## config.mk

```make
export PLATFORM = sky130hd
export DESIGN_NAME = rgb_hue_color_classifier_top
export DESIGN_NICKNAME = d
export VERILOG_FILES = /design/src/rtl/rhcc_pkg.sv /design/src/rtl/rgb_hue_color_classifier_top.sv
export SDC_FILE = /design/constraint.sdc
export NUM_CORES = 1
export LEC_CHECK = 0
export BUFFER_PORTS_ARGS = -buffer_cell sky130_fd_sc_hd__buf_2
export CAP_MARGIN = 20
export CORE_MARGIN = 3
export CORE_UTILIZATION = 55
export DETAILED_ROUTE_END_ITERATION = 10
export PLACE_DENSITY = 0.84
export SLEW_MARGIN = 20
export SYNTH_ARGS = -nofsm -noshare
export SYNTH_HDL_FRONTEND = slang
export SYNTH_SLANG_ARGS = --single-unit
```

## constraint.sdc

```tcl
create_clock -name clk -period 9.7 [get_ports clk]
set_input_delay 0 -clock clk [delete_from_list [all_inputs] [get_ports clk]]
set_output_delay 0 -clock clk [all_outputs]
set_load 0.03 [all_outputs]
```

## src/rtl/rhcc_pkg.sv

```systemverilog
// Shared types, constants and palette lookup for the RGB hue color classifier.
`default_nettype none

package rhcc_pkg;

	typedef struct packed {
		logic [7:0] in_red;
		logic [7:0] in_green;
		logic [7:0] in_blue;
	} pix_in_t;

	typedef struct packed {
		logic [7:0] out_red;
		logic [7:0] out_green;
		logic [7:0] out_blue;
		logic [3:0] color_class;
		logic [8:0] hue_deg;
	} pix_out_t;

	typedef struct packed {
		logic [7:0] red;
		logic [7:0] green;
		logic [7:0] blue;
	} rgb_t;

	localparam int CFG_W     = 9;
	localparam int CFG_IDX_W = 3;
	localparam int NUM_W     = 17;
	localparam int HUE_W     = 9;

	localparam logic [CFG_IDX_W-1:0] REG_BLACK_LEVEL  = 3'd0;
	localparam logic [CFG_IDX_W-1:0] REG_WHITE_SAT    = 3'd1;
	localparam logic [CFG_IDX_W-1:0] REG_ORANGE_START = 3'd2;
	localparam logic [CFG_IDX_W-1:0] REG_YELLOW_START = 3'd3;
	localparam logic [CFG_IDX_W-1:0] REG_GREEN_START  = 3'd4;
	localparam logic [CFG_IDX_W-1:0] REG_CYAN_START   = 3'd5;
	localparam logic [CFG_IDX_W-1:0] REG_BLUE_START   = 3'd6;
	localparam logic [CFG_IDX_W-1:0] REG_VIOLET_START = 3'd7;

	localparam logic [6:0] RST_BLACK_LEVEL  = 7'd10;
	localparam logic [6:0] RST_WHITE_SAT    = 7'd10;
	localparam logic [8:0] RST_ORANGE_START = 9'd20;
	localparam logic [8:0] RST_YELLOW_START = 9'd50;
	localparam logic [8:0] RST_GREEN_START  = 9'd90;
	localparam logic [8:0] RST_CYAN_START   = 9'd164;
	localparam logic [8:0] RST_BLUE_START   = 9'd210;
	localparam logic [8:0] RST_VIOLET_START = 9'd287;

	localparam logic [3:0] CLS_BLACK  = 4'd0;
	localparam logic [3:0] CLS_WHITE  = 4'd1;
	localparam logic [3:0] CLS_RED    = 4'd2;
	localparam logic [3:0] CLS_ORANGE = 4'd3;
	localparam logic [3:0] CLS_YELLOW = 4'd4;
	localparam logic [3:0] CLS_GREEN  = 4'd5;
	localparam logic [3:0] CLS_LBLUE  = 4'd6;
	localparam logic [3:0] CLS_BLUE   = 4'd7;
	localparam logic [3:0] CLS_VIOLET = 4'd8;

	function automatic rgb_t palette(input logic [3:0] cls);
		rgb_t c;
		unique case (cls)
			CLS_BLACK:  c = '{8'd0,   8'd0,   8'd0};
			CLS_WHITE:  c = '{8'd255, 8'd255, 8'd255};
			CLS_RED:    c = '{8'd255, 8'd0,   8'd0};
			CLS_ORANGE: c = '{8'd255, 8'd165, 8'd0};
			CLS_YELLOW: c = '{8'd255, 8'd255, 8'd0};
			CLS_GREEN:  c = '{8'd0,   8'd255, 8'd0};
			CLS_LBLUE:  c = '{8'd0,   8'd170, 8'd255};
			CLS_BLUE:   c = '{8'd0,   8'd0,   8'd255};
			CLS_VIOLET: c = '{8'd139, 8'd0,   8'd255};
			default:    c = '{8'd0,   8'd0,   8'd0};
		endcase
		return c;
	endfunction

endpackage

`default_nettype wire

```

## src/rtl/rgb_hue_color_classifier_top.sv

```systemverilog
// Top level: six-stage pixel pipeline classifying RGB pixels by value, saturation and hue.
//
// Usage: pixels enter on in_valid/in_stall/in_data and leave on
// out_valid/out_stall/out_data; a request moves when valid is high and stall
// is low. Each pixel yields exactly one result, in order.
// One pixel is accepted per cycle while in_stall is low. The stages are
// min/max, numerator and black/white tests, three stages of restoring hue
// division (three quotient bits each), and band classification into the
// output register.
// Each stage advances when its successor is free, so bubbles close up while
// out_stall is high; in_stall rises only when all six stages hold pixels.
// Threshold registers are written through cfg_we/cfg_index/cfg_data and
// must only change while the pipeline is empty.
// Reset clears all stage valid bits and loads the default thresholds.
`default_nettype none

module rgb_hue_color_classifier_top (
	input  wire logic                          clk,
	input  wire logic                          arst_n,
	input  wire logic                          in_valid,
	output logic                               in_stall,
	input  wire rhcc_pkg::pix_in_t             in_data,
	output logic                               out_valid,
	input  wire logic                          out_stall,
	output rhcc_pkg::pix_out_t                 out_data,
	input  wire logic                          cfg_we,
	input  wire logic [rhcc_pkg::CFG_IDX_W-1:0] cfg_index,
	input  wire logic [rhcc_pkg::CFG_W-1:0]    cfg_data
);

	localparam logic [1:0] MAX_RED   = 2'd0;
	localparam logic [1:0] MAX_GREEN = 2'd1;
	localparam logic [1:0] MAX_BLUE  = 2'd2;

	localparam int NW = rhcc_pkg::NUM_W;
	localparam int HW = rhcc_pkg::HUE_W;

	logic [6:0] black_q, white_q;
	logic [8:0] orange_q, yellow_q, green_q, cyan_q, blue_q, violet_q;

	logic v_s1, v_s2, v_s3, v_s4, v_s5, v_s6;
	logic rdy1, rdy2, rdy3, rdy4, rdy5, rdy6;

	logic [7:0] r_s1, g_s1, b_s1, mx_s1, mn_s1;
	logic [1:0] sel_s1;

	logic [NW-1:0] rem_s2, rem_s3, rem_s4;
	logic [7:0]    d_s2, d_s3, d_s4;
	logic [HW-1:0] q_s3, q_s4, q_s5;
	logic          blk_s2, blk_s3, blk_s4, blk_s5;
	logic          wht_s2, wht_s3, wht_s4, wht_s5;
	logic          gry_s2, gry_s3, gry_s4, gry_s5;

	rhcc_pkg::pix_out_t out_s6;

	logic [7:0]  mx_c, mn_c;
	logic [1:0]  sel_c;
	logic [7:0]  d_c;
	logic signed [17:0] rs_c, gs_c, bs_c, ds_c, n_c;
	logic [15:0] mx100_c, blk255_c, d100_c, wmx_c;
	logic signed [16:0] floor_c;
	logic        blk_c, wht_c;
	logic [NW+2:0] div3_c, div4_c, div5_c;
	logic [HW-1:0] hue_c;
	logic [3:0]  cls_c;
	rhcc_pkg::rgb_t pal_c;

	function automatic logic [NW+2:0] div3(input logic [NW-1:0] rem, input logic [7:0] dv,
			input int top);
		logic [NW-1:0] r;
		logic [NW-1:0] sh;
		logic [2:0]    q;
		r = rem;
		q = '0;
		for (int i = 0; i < 3; i++) begin
			sh = NW'({{(NW-8){1'b0}}, dv} << (top - i));
			if (r >= sh) begin
				r = r - sh;
				q[2-i] = 1'b1;
			end
		end
		return {q, r};
	endfunction

	always_ff @(posedge clk or negedge arst_n) begin
		if (!arst_n) begin
			black_q  <= rhcc_pkg::RST_BLACK_LEVEL;
			white_q  <= rhcc_pkg::RST_WHITE_SAT;
			orange_q <= rhcc_pkg::RST_ORANGE_START;
			yellow_q <= rhcc_pkg::RST_YELLOW_START;
			green_q  <= rhcc_pkg::RST_GREEN_START;
			cyan_q   <= rhcc_pkg::RST_CYAN_START;
			blue_q   <= rhcc_pkg::RST_BLUE_START;
			violet_q <= rhcc_pkg::RST_VIOLET_START;
		end else if (cfg_we) begin
			unique case (cfg_index)
				rhcc_pkg::REG_BLACK_LEVEL:  black_q  <= cfg_data[6:0];
				rhcc_pkg::REG_WHITE_SAT:    white_q  <= cfg_data[6:0];
				rhcc_pkg::REG_ORANGE_START: orange_q <= cfg_data;
				rhcc_pkg::REG_YELLOW_START: yellow_q <= cfg_data;
				rhcc_pkg::REG_GREEN_START:  green_q  <= cfg_data;
				rhcc_pkg::REG_CYAN_START:   cyan_q   <= cfg_data;
				rhcc_pkg::REG_BLUE_START:   blue_q   <= cfg_data;
				rhcc_pkg::REG_VIOLET_START: violet_q <= cfg_data;
				default: ;
			endcase
		end
	end

	assign rdy6     = !v_s6 || !out_stall;
	assign rdy5     = !v_s5 || rdy6;
	assign rdy4     = !v_s4 || rdy5;
	assign rdy3     = !v_s3 || rdy4;
	assign rdy2     = !v_s2 || rdy3;
	assign rdy1     = !v_s1 || rdy2;
	assign in_stall = !rdy1;

	always_ff @(posedge clk or negedge arst_n) begin
		if (!arst_n) begin
			v_s1 <= 1'b0;
			v_s2 <= 1'b0;
			v_s3 <= 1'b0;
			v_s4 <= 1'b0;
			v_s5 <= 1'b0;
			v_s6 <= 1'b0;
		end else begin
			if (rdy1) v_s1 <= in_valid;
			if (rdy2) v_s2 <= v_s1;
			if (rdy3) v_s3 <= v_s2;
			if (rdy4) v_s4 <= v_s3;
			if (rdy5) v_s5 <= v_s4;
			if (rdy6) v_s6 <= v_s5;
		end
	end

	always_comb begin
		mx_c  = in_data.in_red;
		mn_c  = in_data.in_red;
		sel_c = MAX_RED;
		if (in_data.in_green > mx_c) mx_c = in_data.in_green;
		if (in_data.in_blue > mx_c) mx_c = in_data.in_blue;
		if (in_data.in_green < mn_c) mn_c = in_data.in_green;
		if (in_data.in_blue < mn_c) mn_c = in_data.in_blue;
		priority if (in_data.in_red == mx_c) sel_c = MAX_RED;
		else if (in_data.in_green == mx_c) sel_c = MAX_GREEN;
		else sel_c = MAX_BLUE;
	end

	always_ff @(posedge clk) begin
		if (rdy1) begin
			r_s1   <= in_data.in_red;
			g_s1   <= in_data.in_green;
			b_s1   <= in_data.in_blue;
			mx_s1  <= mx_c;
			mn_s1  <= mn_c;
			sel_s1 <= sel_c;
		end
	end

	always_comb begin
		d_c  = mx_s1 - mn_s1;
		rs_c = $signed({10'b0, r_s1});
		gs_c = $signed({10'b0, g_s1});
		bs_c = $signed({10'b0, b_s1});
		ds_c = $signed({10'b0, d_c});
		unique case (sel_s1)
			MAX_RED: begin
				n_c = 18'sd60 * (gs_c - bs_c);
				if (n_c < 0) n_c = n_c + 18'sd360 * ds_c;
			end
			MAX_GREEN: n_c = 18'sd60 * (bs_c - rs_c) + 18'sd120 * ds_c;
			default:   n_c = 18'sd60 * (rs_c - gs_c) + 18'sd240 * ds_c;
		endcase
		mx100_c  = 16'(mx_s1) * 16'd100;
		blk255_c = 16'(black_q) * 16'd255;
		d100_c   = 16'(d_c) * 16'd100;
		wmx_c    = 16'(white_q) * 16'(mx_s1);
		floor_c  = (17'sd100 - $signed({10'b0, black_q})) * 17'sd255;
		blk_c    = mx100_c < blk255_c;
		wht_c    = (d100_c < wmx_c) && ($signed({1'b0, mx100_c}) > floor_c);
	end

	always_ff @(posedge clk) begin
		if (rdy2) begin
			rem_s2 <= n_c[NW-1:0];
			d_s2   <= d_c;
			blk_s2 <= blk_c;
			wht_s2 <= wht_c;
			gry_s2 <= d_c == 8'd0;
		end
	end

	assign div3_c = div3(rem_s2, d_s2, 8);
	assign div4_c = div3(rem_s3, d_s3, 5);
	assign div5_c = div3(rem_s4, d_s4, 2);

	always_ff @(posedge clk) begin
		if (rdy3) begin
			rem_s3 <= div3_c[NW-1:0];
			q_s3   <= {div3_c[NW+2:NW], 6'b0};
			d_s3   <= d_s2;
			blk_s3 <= blk_s2;
			wht_s3 <= wht_s2;
			gry_s3 <= gry_s2;
		end
		if (rdy4) begin
			rem_s4 <= div4_c[NW-1:0];
			q_s4   <= {q_s3[8:6], div4_c[NW+2:NW], 3'b0};
			d_s4   <= d_s3;
			blk_s4 <= blk_s3;
			wht_s4 <= wht_s3;
			gry_s4 <= gry_s3;
		end
		if (rdy5) begin
			q_s5   <= {q_s4[8:3], div5_c[NW+2:NW]};
			blk_s5 <= blk_s4;
			wht_s5 <= wht_s4;
			gry_s5 <= gry_s4;
		end
	end

	always_comb begin
		hue_c = (blk_s5 || wht_s5 || gry_s5) ? '0 : q_s5;
		priority if (blk_s5) cls_c = rhcc_pkg::CLS_BLACK;
		else if (wht_s5) cls_c = rhcc_pkg::CLS_WHITE;
		else if (hue_c < orange_q) cls_c = rhcc_pkg::CLS_RED;
		else if (hue_c < yellow_q) cls_c = rhcc_pkg::CLS_ORANGE;
		else if (hue_c < green_q) cls_c = rhcc_pkg::CLS_YELLOW;
		else if (hue_c < cyan_q) cls_c = rhcc_pkg::CLS_GREEN;
		else if (hue_c < blue_q) cls_c = rhcc_pkg::CLS_LBLUE;
		else if (hue_c < violet_q) cls_c = rhcc_pkg::CLS_BLUE;
		else cls_c = rhcc_pkg::CLS_VIOLET;
		pal_c = rhcc_pkg::palette(cls_c);
	end

	always_ff @(posedge clk) begin
		if (rdy6) begin
			out_s6.out_red     <= pal_c.red;
			out_s6.out_green   <= pal_c.green;
			out_s6.out_blue    <= pal_c.blue;
			out_s6.color_class <= cls_c;
			out_s6.hue_deg     <= hue_c;
		end
	end

	assign out_valid = v_s6;
	assign out_data  = out_s6;

endmodule

`default_nettype wire

```

# == Word level (Yosys, flattened, before mapping) ==
# Memories as Yosys holds them, arrays and structs flattened. A register that Yosys moved wholly into a read port is not among the register bits.
# Cells that the tools add are included.
# classes
add_sub_neg,16
n_mul,11
magnitude_cmp,23
n_eq_ne,10
mux,33
reduce_logical,28
# ops
operator,n
$mux 17,9
$lt 9x9->1,6
$mul 5x9->14 const A,3
$add 16x17->17,2
$pmux 17 s2,1
$mux 4,8
$mux 8,4
$lt 15x15->1,2
$sub 8x8->9,3
$mul 8x5->13 const B,2
$mul 4x8->12 const A,2
$add 16x16->17,1
$ge 17x10->1,1
$ge 17x11->1,1
$ge 17x12->1,1
$ge 17x13->1,1
$ge 17x14->1,1
$ge 17x15->1,1
$ge 17x16->1,1
$ge 17x8->1,1
$ge 17x9->1,1
$gt 16x17->1,1
$mul 8x9->17 const B,1
$sub 17x10->17,1
30 further kinds,66
# totals
regBits,234
rom_bits,384
output_inout_bits,39
elab_cells,165
mem_count,1
# mem_list
memory,depth,width,rd,rd_clocked_by_memory_dff,write_ports,line,rtl
(no name shown),16,24,1,1,0,rhcc_pkg.sv:61,unique case (cls)

# == Longest topological paths before layout ==
# Gate-level depths: netlist (run 1).
# depth
depth_word,12
ltp_mapped,34

# == Worst setup path after synthesis (run 1) ==
# Ideal clock, no wire load.
# synth_path
path_type,reg2reg
start,register rem_s3[5]
end,"register rem_s4[4], data pin"
arrival_time_ns,6.861
slack_ns,2.577
stages_incl_launch_ff,31
n_path_buf,2
synth_period_minus_slack_ns,7.123
path_cell_list,edfxtp_1 inv_1 ha_1 inv_1 fa_1 a211oi_2 o211ai_2 a21boi_2 nand2_1 clkbuf_1 o21ai_0 inv_1 ha_1 nor2b_1 o31a_1 o21ai_0 and2_1 nand3_2 nor3_2 clkbuf_1 o21ai_0 fa_1 a21o_1 a21oi_1 o21ai_0 a21oi_1 o21bai_1 a21oi_1 o211ai_1 nor4_4 mux2_1
# synth_via
elab_chain_len,6
# synth_rtl
item,line,rtl
"start, declared",rgb_hue_color_classifier_top.sv:47,"logic [NW-1:0] rem_s2, rem_s3, rem_s4;"
"start signal, assigned",rgb_hue_color_classifier_top.sv:199,rem_s3 <= div3_c[NW-1:0];
$ge 17x13->1 / $sub 17x13->17 (equally long branches),"rgb_hue_color_classifier_top.sv:77, rgb_hue_color_classifier_top.sv:78",
$mux 17 *,rgb_hue_color_classifier_top.sv:77,if (r >= sh) begin
$sub 17x12->17 / $ge 17x12->1 (equally long branches),"rgb_hue_color_classifier_top.sv:78, rgb_hue_color_classifier_top.sv:77",
$mux 17 *,rgb_hue_color_classifier_top.sv:77,
$sub 17x11->17 / $ge 17x11->1 (equally long branches),"rgb_hue_color_classifier_top.sv:78, rgb_hue_color_classifier_top.sv:77",
$mux 17 *,rgb_hue_color_classifier_top.sv:77,
named net div4_c[4],rgb_hue_color_classifier_top.sv:63,"logic [NW+2:0] div3_c, div4_c, div5_c;"
"end signal, assigned",rgb_hue_color_classifier_top.sv:207,rem_s4 <= div4_c[NW-1:0];
"end, declared",rgb_hue_color_classifier_top.sv:47,
# The timed path passes the listed nets; every way through them passes the cells marked *.
# A chain may end at the register's enable or synchronous reset.

# == Worst setup path in the final report (run 1) ==
# Ends and elaborated chain as after synthesis.

==> flow_summary.yaml, run 1 <==
detailed_routing:
  ant_nets: 0
  first_pass_iters: 5
  route.detailed.drc: 0
  top_layer: "met4"
  vias: 22900
  wl_per_cell_um: 16.4
  drt_wl_total_mm: 64.8
  dr_wl_met3_mm: 3.85
  met1_length_mm: 27.8
  viasPerCell: 5.78
  drtIter0Drc: 1310
  wl_met2_mm: 31.1
sta:
  rsz0062_at_grt: "false"
  max_freq_ghz: 0.122
  fin_crit_sh_pct: 84.2
  fin_setup_tns_ps: 0
  fin_skew_ps: 12.7
  timing.hold.ws_ps: 78.8
  setup_viol: 0
  relSlewSlack_pct: 26.9
  post-route-min-period_ps: 8170
  worst_pin_slew_ps: 1090
  drv_slew: 0
  finalHoldViolCount: 0
place:
  place.gp.congestion: 0.936
  place_hpwl_mm: 50.8
  port_buffers: 79
synthesis:
  synth_cells: 3150
  synthSimpleGateAreaFrac_pct: 11.4
  synthMuxAreaShare_pct: 3.97
  synth_edf_count: 161
  synthesis.nets: 3862
  avgSynthCellArea_um2: 9.28
  netlist_area_um2: 29200
  yosysWarnings: 0
  synthTopCellsByArea: "ha_1 23%, edfxtp_1 17%, fa_1 9.8%"
  yosysTopAreaCell: "ha_1"
  postSynth.asyncResetShare_pct: 31.5
  synth_compound_area_share_pct: 15.1
  synth_common_cells: "528 x ha_1, 503 x inv_1, 186 x a21oi_1, 167 x nor2_1"
  synth-xor-area-share_pct: 6.68
  ys_seq_elements: 235
  synthFlopType: "edfxtp_1"
  ys_seq_area_share_pct: 23.0
  synth_top_cell_area_share_pct: 22.6
  post_synth_fa_ha_maj_area_fraction_pct: 32.4
  synth_most_common_cell: "ha_1"
  synth_top_family_by_area: "adder cells"
  synth.distinct_cells: 86
critical_path:
  slowest_delay_ps: 800
  critical_path_class: "reg -> reg"
  crit_top_cell: "o21ai_0"
  reg2reg_from: "rem_s3[5]$_DFFE_PP_"
  worst_setup_path_end_kind: "flip-flop"
  path_max_fanout: 19
  critical_path.top_delay_family: "compound AO/OA/AOI/OAI gates"
  slowest_stage: "nor4_4"
  setup.worst_path.start: "rem_s3[5]$_DFFE_PP_"
  arrival_ps: 8480
  critPathBufInv: 4
  cp-start-kind: "flip-flop"
  critical_path_required_ps: 10010
clock_network:
  cts_tree: "done"
  cts_root_buf: "clkbuf_16"
  cts_buffer_depth: 3
  postCtsSetupBuffers: 0
  clk_latency_ps: 570
  cts_buffers: 26
  path_clk_slew_ps: 60
  htreeDepth: 1
  cts_resized: 0
  clock_sinks: 235
finish:
  nNetsFinal: 3973
  areaGrowthSynthToFinish_pct: 8.19
  multi_input_area_um2: 20400
  antenna_cells: 0
  drive_gt1_share_pct: 7.99
  ff_latch_area_um2: 6720
  fill_cells: 4180
grt:
  grt_pass1_vias: 22900
  grt_max_degree: 75
  grt_pass1_wl_mm: 109
  grt.total_usage_pct: 23.1
  grt-ovfl-total: 0
  antenna_found_initial: 2
floorplan:
  initial_core_util_pct: 56.3
  die_h_um: 237
  num_io_pins: 80
  std_cell_rows: 83
  core_um2: 51900
  dieArea_um2: 56000
  die_w_um: 237
hold_path:
  min_from: "cfg_we"
  min_path_type: "in -> reg"
flow_run:
  cap_violations: 0
run_status:
  status: "finished clean"
registers in the layout (all words and copies together), names as in the netlist, 7 cells and up:
| register | count |
|---|---|
| d_s2 | 8 |
| rem_s2 | 15 |
| d_s3 | 8 |
| white_q | 7 |
| out_data | 20 |
| d_s4 | 8 |
| r_s1 | 8 |
| b_s1 | 8 |
| violet_q | 9 |
| green_q | 9 |
| g_s1 | 8 |
| yellow_q | 9 |
| mn_s1 | 8 |
| orange_q | 9 |
| blue_q | 9 |
| cyan_q | 9 |
| rem_s3 | 15 |
| mx_s1 | 8 |
| q_s5 | 9 |
| rem_s4 | 15 |
| black_q | 7 |
per-layer routing:
metal / global-route usage (%) / vias up
li1: - / 11200
met4: 7.26 / 0
met3: 3.07 / 164
met5: 0 / -
met1: 29.2 / 10800
met2: 40.8 / 682
through the flow:
step	instances	worst slack, ps	area, um2	utilization (%)
CTS	3961	1580	31600	60.9
finish	3961	1530	31600	60.9
global placement	3871	1930	30300	58.4
detailed placement	3871	1630	30300	58.4
floorplan	3150	2580	29200	-
global route	3961	749	31600	60.9
logic make-up (layout without fill, tap and decap cells):
group | count (synthesis) | after routing
adders and majority gates | 671 | 671
DFF | 235 | 235
and+or+nand+nor | 671 | 671
xor gates and xnor gates | 220 | 220
buffers and inverters | 557 | 688
AOI/OAI and AO/OA | 689 | 689
muxes | 107 | 107
area by class of cell:
cell class	count	share of cell area (%)
Multi-Input combinational cell	2358	64.4
Inverter	505	5.99
Clock inverter	18	0.546
Tap cell	680	2.69
Clock buffer	30	2.23
Timing Repair Buffer	135	2.92
Sequential cell	235	21.2
final timing paths:
kind / end / slack, ps / cells after the start
worst max-delay path: rem_s4[4]$_DFFE_PP_ / 1530 / 29
worst min-delay path: black_q[3]$_DFFE_PN1P_ / 80 / 6
worst max register to register: rem_s4[4]$_DFFE_PP_ / 1530 / 29
worst min register to register: wht_s4$_DFFE_PP_ / 410 / 0
max in group asynchronous: v_s4$_DFFE_PN0P_ / 8980 / 2
min in group asynchronous: yellow_q[7]$_DFFE_PN0P_ / 110 / 2
worst register-to-register path, delay by kind of cell, from the launching register on:
kind	cells	cell delay, ps
AO/OA/AOI/OAI	14	3560
AND/OR/NAND/NOR	6	1710
adder cells (fa/ha/maj)	4	1390
buffers and inverters	4	450
flip-flops	1	410
multiplexers	1	400
layout by cell type (no fill, tap or decap), types with 21 or more instances in the layout:
master and count:
ha_1 528, inv_1 502, a21oi_1 186, nor2_1 167
nand2_1 161, edfxtp_1 161, o21ai_0 160, fa_1 143
xnor2_1 142, buf_2 78, xor2_1 76, a21o_1 74
mux2_2 71, nor3_1 60, o21a_1 50, dfrtp_1 48
nand3_1 43, nand2b_1 43, dlygate4sd3_1 42, nor2b_1 37
and2_1 36, mux2i_1 35, a21boi_0 27, o21bai_1 27
clkbuf_16 27, dfstp_2 26, nand4_1 24, a211oi_1 21
what timing repair did:
item | CTS | global route
hold endpoints to repair | 153 | 0
setup endpoints to repair | 0 | 0
hold buffers | 42 | 0
Power of run 1 is not shown: default switching activity piles up to over one toggle a cycle in this logic, so the estimate is an artifact.
==> inputs of run 2 (changes only) <==
- clock period: 9.7 -> 8.55 ns (I/O delays scaled with it)
==> flow_summary.yaml, run 2 (synthesized netlist as in run 1, its figures left out) <==
floorplan:
  die_h_um: 237
  die_w_um: 237
  core_um2: 51900
  num_io_pins: 80
  std_cell_rows: 83
  dieArea_um2: 56000
  initial_core_util_pct: 56.3
sta:
  finalHoldViolCount: 0
  relSlewSlack_pct: 33.0
  fin_crit_sh_pct: 92.4
  rsz0062_at_grt: "false"
  setup_ws_ps: 648
  drv_slew: 0
  worst_pin_slew_ps: 998
  setup_viol: 0
  fin_setup_tns_ps: 0
  max_freq_ghz: 0.127
  timing.hold.ws_ps: 129
  fin_skew_ps: 11.3
  post-route-min-period_ps: 7900
critical_path:
  regToRegSetupSlack_ps: 650
  critical_path_required_ps: 8870
  reg2regPathDepth: 29
  r2r_end: "rem_s4[4]$_DFFE_PP_"
  critical_path_class: "reg -> reg"
  worstSetupEndpoint: "rem_s4[4]$_DFFE_PP_"
  path_max_fanout: 19
  worst_setup_path_end_kind: "flip-flop"
  cp-start-kind: "flip-flop"
  setup.worst_path.start: "rem_s3[5]$_DFFE_PP_"
  slowest_delay_ps: 510
  reg2reg_from: "rem_s3[5]$_DFFE_PP_"
  slowest_stage: "fa_1"
  crit_top_cell: "o21ai_0"
  arrival_ps: 8220
hold_path:
  min_path_type: "in -> async"
finish:
  mostFrequentLayoutCells: "528 x ha_1, 502 x inv_1, 186 x a21oi_1, 167 x nor2_1"
  nNetsFinal: 3978
  fill_cells: 4133
  final_common_cell: "ha_1"
  final_area_um2: 31700
  antenna_cells: 0
  areaGrowthSynthToFinish_pct: 8.34
  largest_reg_flops: 20
  drive_gt1_share_pct: 8.09
clock_network:
  cts_tree: "done"
  postCtsSetupBuffers: 0
  ctsHoldBuffers: 45
  cts_buffer_depth: 3
  cts_buffers: 26
  cts_root_buf: "clkbuf_16"
  cts_resized: 0
  clk_latency_ps: 570
  path_clk_slew_ps: 60
  htreeDepth: 1
  clock_sinks: 235
detailed_routing:
  route.detailed.drc: 0
  wl_per_cell_um: 16.9
  first_pass_iters: 5
  drtIter0Drc: 1199
  viasPerCell: 5.80
  vias: 23000
  ant_nets: 0
  drt_wl_total_mm: 67.1
grt:
  grt.total_usage_pct: 23.8
  grt_max_degree: 75
  grt_pass1_vias: 23300
  grt_pass1_wl_mm: 112
  antenna_found_initial: 1
  grt-ovfl-total: 0
place:
  dp_slack_ps: 798
  place_hpwl_mm: 52.0
  post_dp_cell_area_um2: 30300
  port_buffers: 79
  place.gp.congestion: 0.896
run_status:
  status: "finished clean"
flow_run:
  cap_violations: 0
-- run 2: cell count changes in the layout (fill, tap and decap cells not counted), sizes merged --
| cell | before | now |
|---|---|---|
| buf | 93 | 95 |
| bufinv | 2 | 3 |
| clkbuf | 30 | 28 |
| clkinv | 11 | 12 |
| dlygate4sd3 | 42 | 45 |
-- run 2: worst min path at each step --
stage               startpoint                      to  slack [ps]  cells past startpoint
floorplan               arst_n  black_q[0]$_DFFE_PN0P_        -300                      0
global placement        arst_n   blue_q[8]$_DFFE_PN0P_         220                      1
detailed placement      arst_n   blue_q[5]$_DFFE_PN0P_         220                      1
CTS                     arst_n   cyan_q[6]$_DFFE_PN0P_         150                      2
global route            arst_n   cyan_q[6]$_DFFE_PN0P_         200                      2
finish                  arst_n   blue_q[8]$_DFFE_PN0P_         130                      2
-- run 2: layout make-up --
class	instances	area, um2	area share, %
multi-input cells	2358	20400	64.3
flip-flops and latches	235	6720	21.2
inverters	505	1900	5.98
repair buffers	140	968	3.06
well taps	680	851	2.69
clock buffers	28	658	2.08
clock inverters	20	209	0.660
-- run 2: critical path: cells and delay by family, from the launching register on --
kind	cells	cell delay, ps
buffers and inverters	4	490
AO/OA/AOI/OAI	14	3540
adder cells (fa/ha/maj)	4	1440
AND/OR/NAND/NOR	6	1430
flip-flops	1	390
multiplexers	1	340
-- run 2: metrics by stage --
stage / cells / utilization, %
after floorplan: 3150 / -
after global placement: 3873 / 58.4
after detailed placement: 3873 / 58.4
after CTS: 3966 / 61.0
after global routing: 3966 / 61.0
final: 3966 / 61.0
-- run 2: layer usage --
layer / part of all wire (%) / wire [um] / global-route usage (%) / up-vias
li1: - / - / - / 11200
met1: 43 / 28600 / 29.9 / 11000
met2: 49 / 32600 / 42.2 / 671
met3: 5.6 / 3760 / 3.34 / 165
met4: 3.2 / 2130 / 7.73 / 2
met5: 0.019 / 13 / 0 / -
Power of run 2 is left out for the same reason.
==> inputs of run 3 (changes only) <==
- GPL_TIMING_DRIVEN: not set -> 0
==> flow_summary.yaml, run 3 (synthesized netlist as in run 1, its figures left out) <==
run_status:
  status: "finished clean"
hold_path:
  min_path_type: "in -> reg"
grt:
  grt_max_degree: 46
  grt_pass1_vias: 23200
  grt_pass1_wl_mm: 111
  grt.total_usage_pct: 23.5
  antenna_found_initial: 1
  grt-ovfl-total: 0
critical_path:
  r2r_end: "wht_s2$_DFFE_PP_"
  worst_setup_path_end_kind: "flip-flop"
  reg2reg_from: "black_q[0]$_DFFE_PN0P_"
  slowest_delay_ps: 610
  setup.worst_path.start: "black_q[0]$_DFFE_PN0P_"
  critical_path_required_ps: 8830
  regToRegSetupSlack_ps: 550
  arrival_ps: 8280
  path_max_fanout: 10
  crit_top_cell: "inv_1"
  critical_path_class: "reg -> reg"
  slowest_stage: "fa_1"
  reg2regPathDepth: 30
  cp-start-kind: "flip-flop"
  worstSetupEndpoint: "wht_s2$_DFFE_PP_"
floorplan:
  num_io_pins: 80
  die_h_um: 237
  die_w_um: 237
  core_um2: 51900
  dieArea_um2: 56000
  std_cell_rows: 83
  initial_core_util_pct: 56.3
sta:
  max_freq_ghz: 0.125
  fin_crit_sh_pct: 93.6
  drv_slew: 0
  rsz0062_at_grt: "false"
  fin_setup_tns_ps: 0
  finalHoldViolCount: 0
  fin_skew_ps: 11.7
  worst_pin_slew_ps: 1100
  setup_viol: 0
  relSlewSlack_pct: 26.1
  post-route-min-period_ps: 8000
finish:
  drive_gt1_share_pct: 8.44
  final_common_cell: "ha_1"
  fin_cells: 4000
  areaGrowthSynthToFinish_pct: 8.93
  fill_cells: 4078
  mostFrequentLayoutCells: "528 x ha_1, 502 x inv_1, 185 x a21oi_1, 167 x nor2_1, 161 x edfxtp_1"
  nNetsFinal: 4011
  largest_reg_flops: 20
detailed_routing:
  viasPerCell: 5.73
  drt_wl_total_mm: 65.6
  first_pass_iters: 7
  wl_per_cell_um: 16.4
  ant_nets: 0
  route.detailed.drc: 0
  drtIter0Drc: 1244
  vias: 22900
flow_run:
  cap_violations: 0
place:
  place_hpwl_mm: 51.3
  placedCellCount: 3906
  port_buffers: 75
  place.gp.congestion: 0.920
clock_network:
  cts_tree: "done"
  cts_buffer_depth: 3
  cts_buffers: 26
  clock_sinks: 235
  path_clk_slew_ps: 70
  cts_root_buf: "clkbuf_16"
  clk_latency_ps: 560
  htreeDepth: 1
run 3: stage by stage:
step / util (%) / instance area (um2) / setup WS [ps] / hold slack (ps)
5_1_grt: 61.3 / 31900 / 16.5 / 221
3_5_place_dp: 58.8 / 30500 / 28.0 / -47.2
2_1_floorplan: - / 29200 / 1430 / -296
4_1_cts: 61.3 / 31800 / 152 / 166
3_3_place_gp: 58.7 / 30500 / 222 / 250
6_report: 61.3 / 31900 / 550 / 196
run 3: layout make-up:
| cell class | instances | area [um2] | share of cell area, % |
|---|---|---|---|
| Inverter | 505 | 1900 | 5.95 |
| Clock inverter | 18 | 155 | 0.487 |
| Buffer | 52 | 265 | 0.833 |
| Antenna cell | 1 | 2.50 | 0.00786 |
| Timing Repair Buffer | 121 | 841 | 2.64 |
| Clock buffer | 30 | 696 | 2.18 |
| Sequential cell | 235 | 6720 | 21.1 |
| Multi-Input combinational cell | 2358 | 20400 | 64.1 |
| Tap cell | 680 | 851 | 2.67 |
run 3: worst min path at each step:
| stage | startpoint | to | cells past startpoint | slack, ps |
|---|---|---|---|---|
| final | out_stall | v_s5$_DFFE_PN0P_ | 4 | 200 |
| after global routing | in_data[17] | r_s1[1]$_DFFE_PN_ | 2 | 220 |
| after CTS | out_stall | v_s5$_DFFE_PN0P_ | 4 | 170 |
| after detailed placement | arst_n | green_q[0]$_DFFE_PN0P_ | 1 | -50 |
| after global placement | in_data[20] | r_s1[4]$_DFFE_PN_ | 1 | 250 |
| after floorplan | arst_n | black_q[0]$_DFFE_PN0P_ | 0 | -300 |
run 3: per-layer routing:
layer / part of all wire [%] / track usage (%)
met1: 43 / 30.3
met2: 49 / 41.3
met3: 4.8 / 2.74
met4: 3.2 / 7.26
met5: 0 / 0
run 3: critical path, delay by kind of cell, from the launching register on:
kind / cells / cell delay [ps]
xor+xnor: 2 / 510
simple gates: 5 / 600
compound gates: 10 / 2430
flops: 1 / 530
fa+ha+maj: 7 / 2650
buf+inv: 6 / 1000
run 3: what timing repair did:
item	in CTS	in global routing
setup buffers	0	1
endpoints found under the setup margin	4	17
hold endpoints to repair	179	0
resized for setup	1	7
hold buffers	44	0
pin swaps	0	1
Power of run 3 is left out for the same reason.
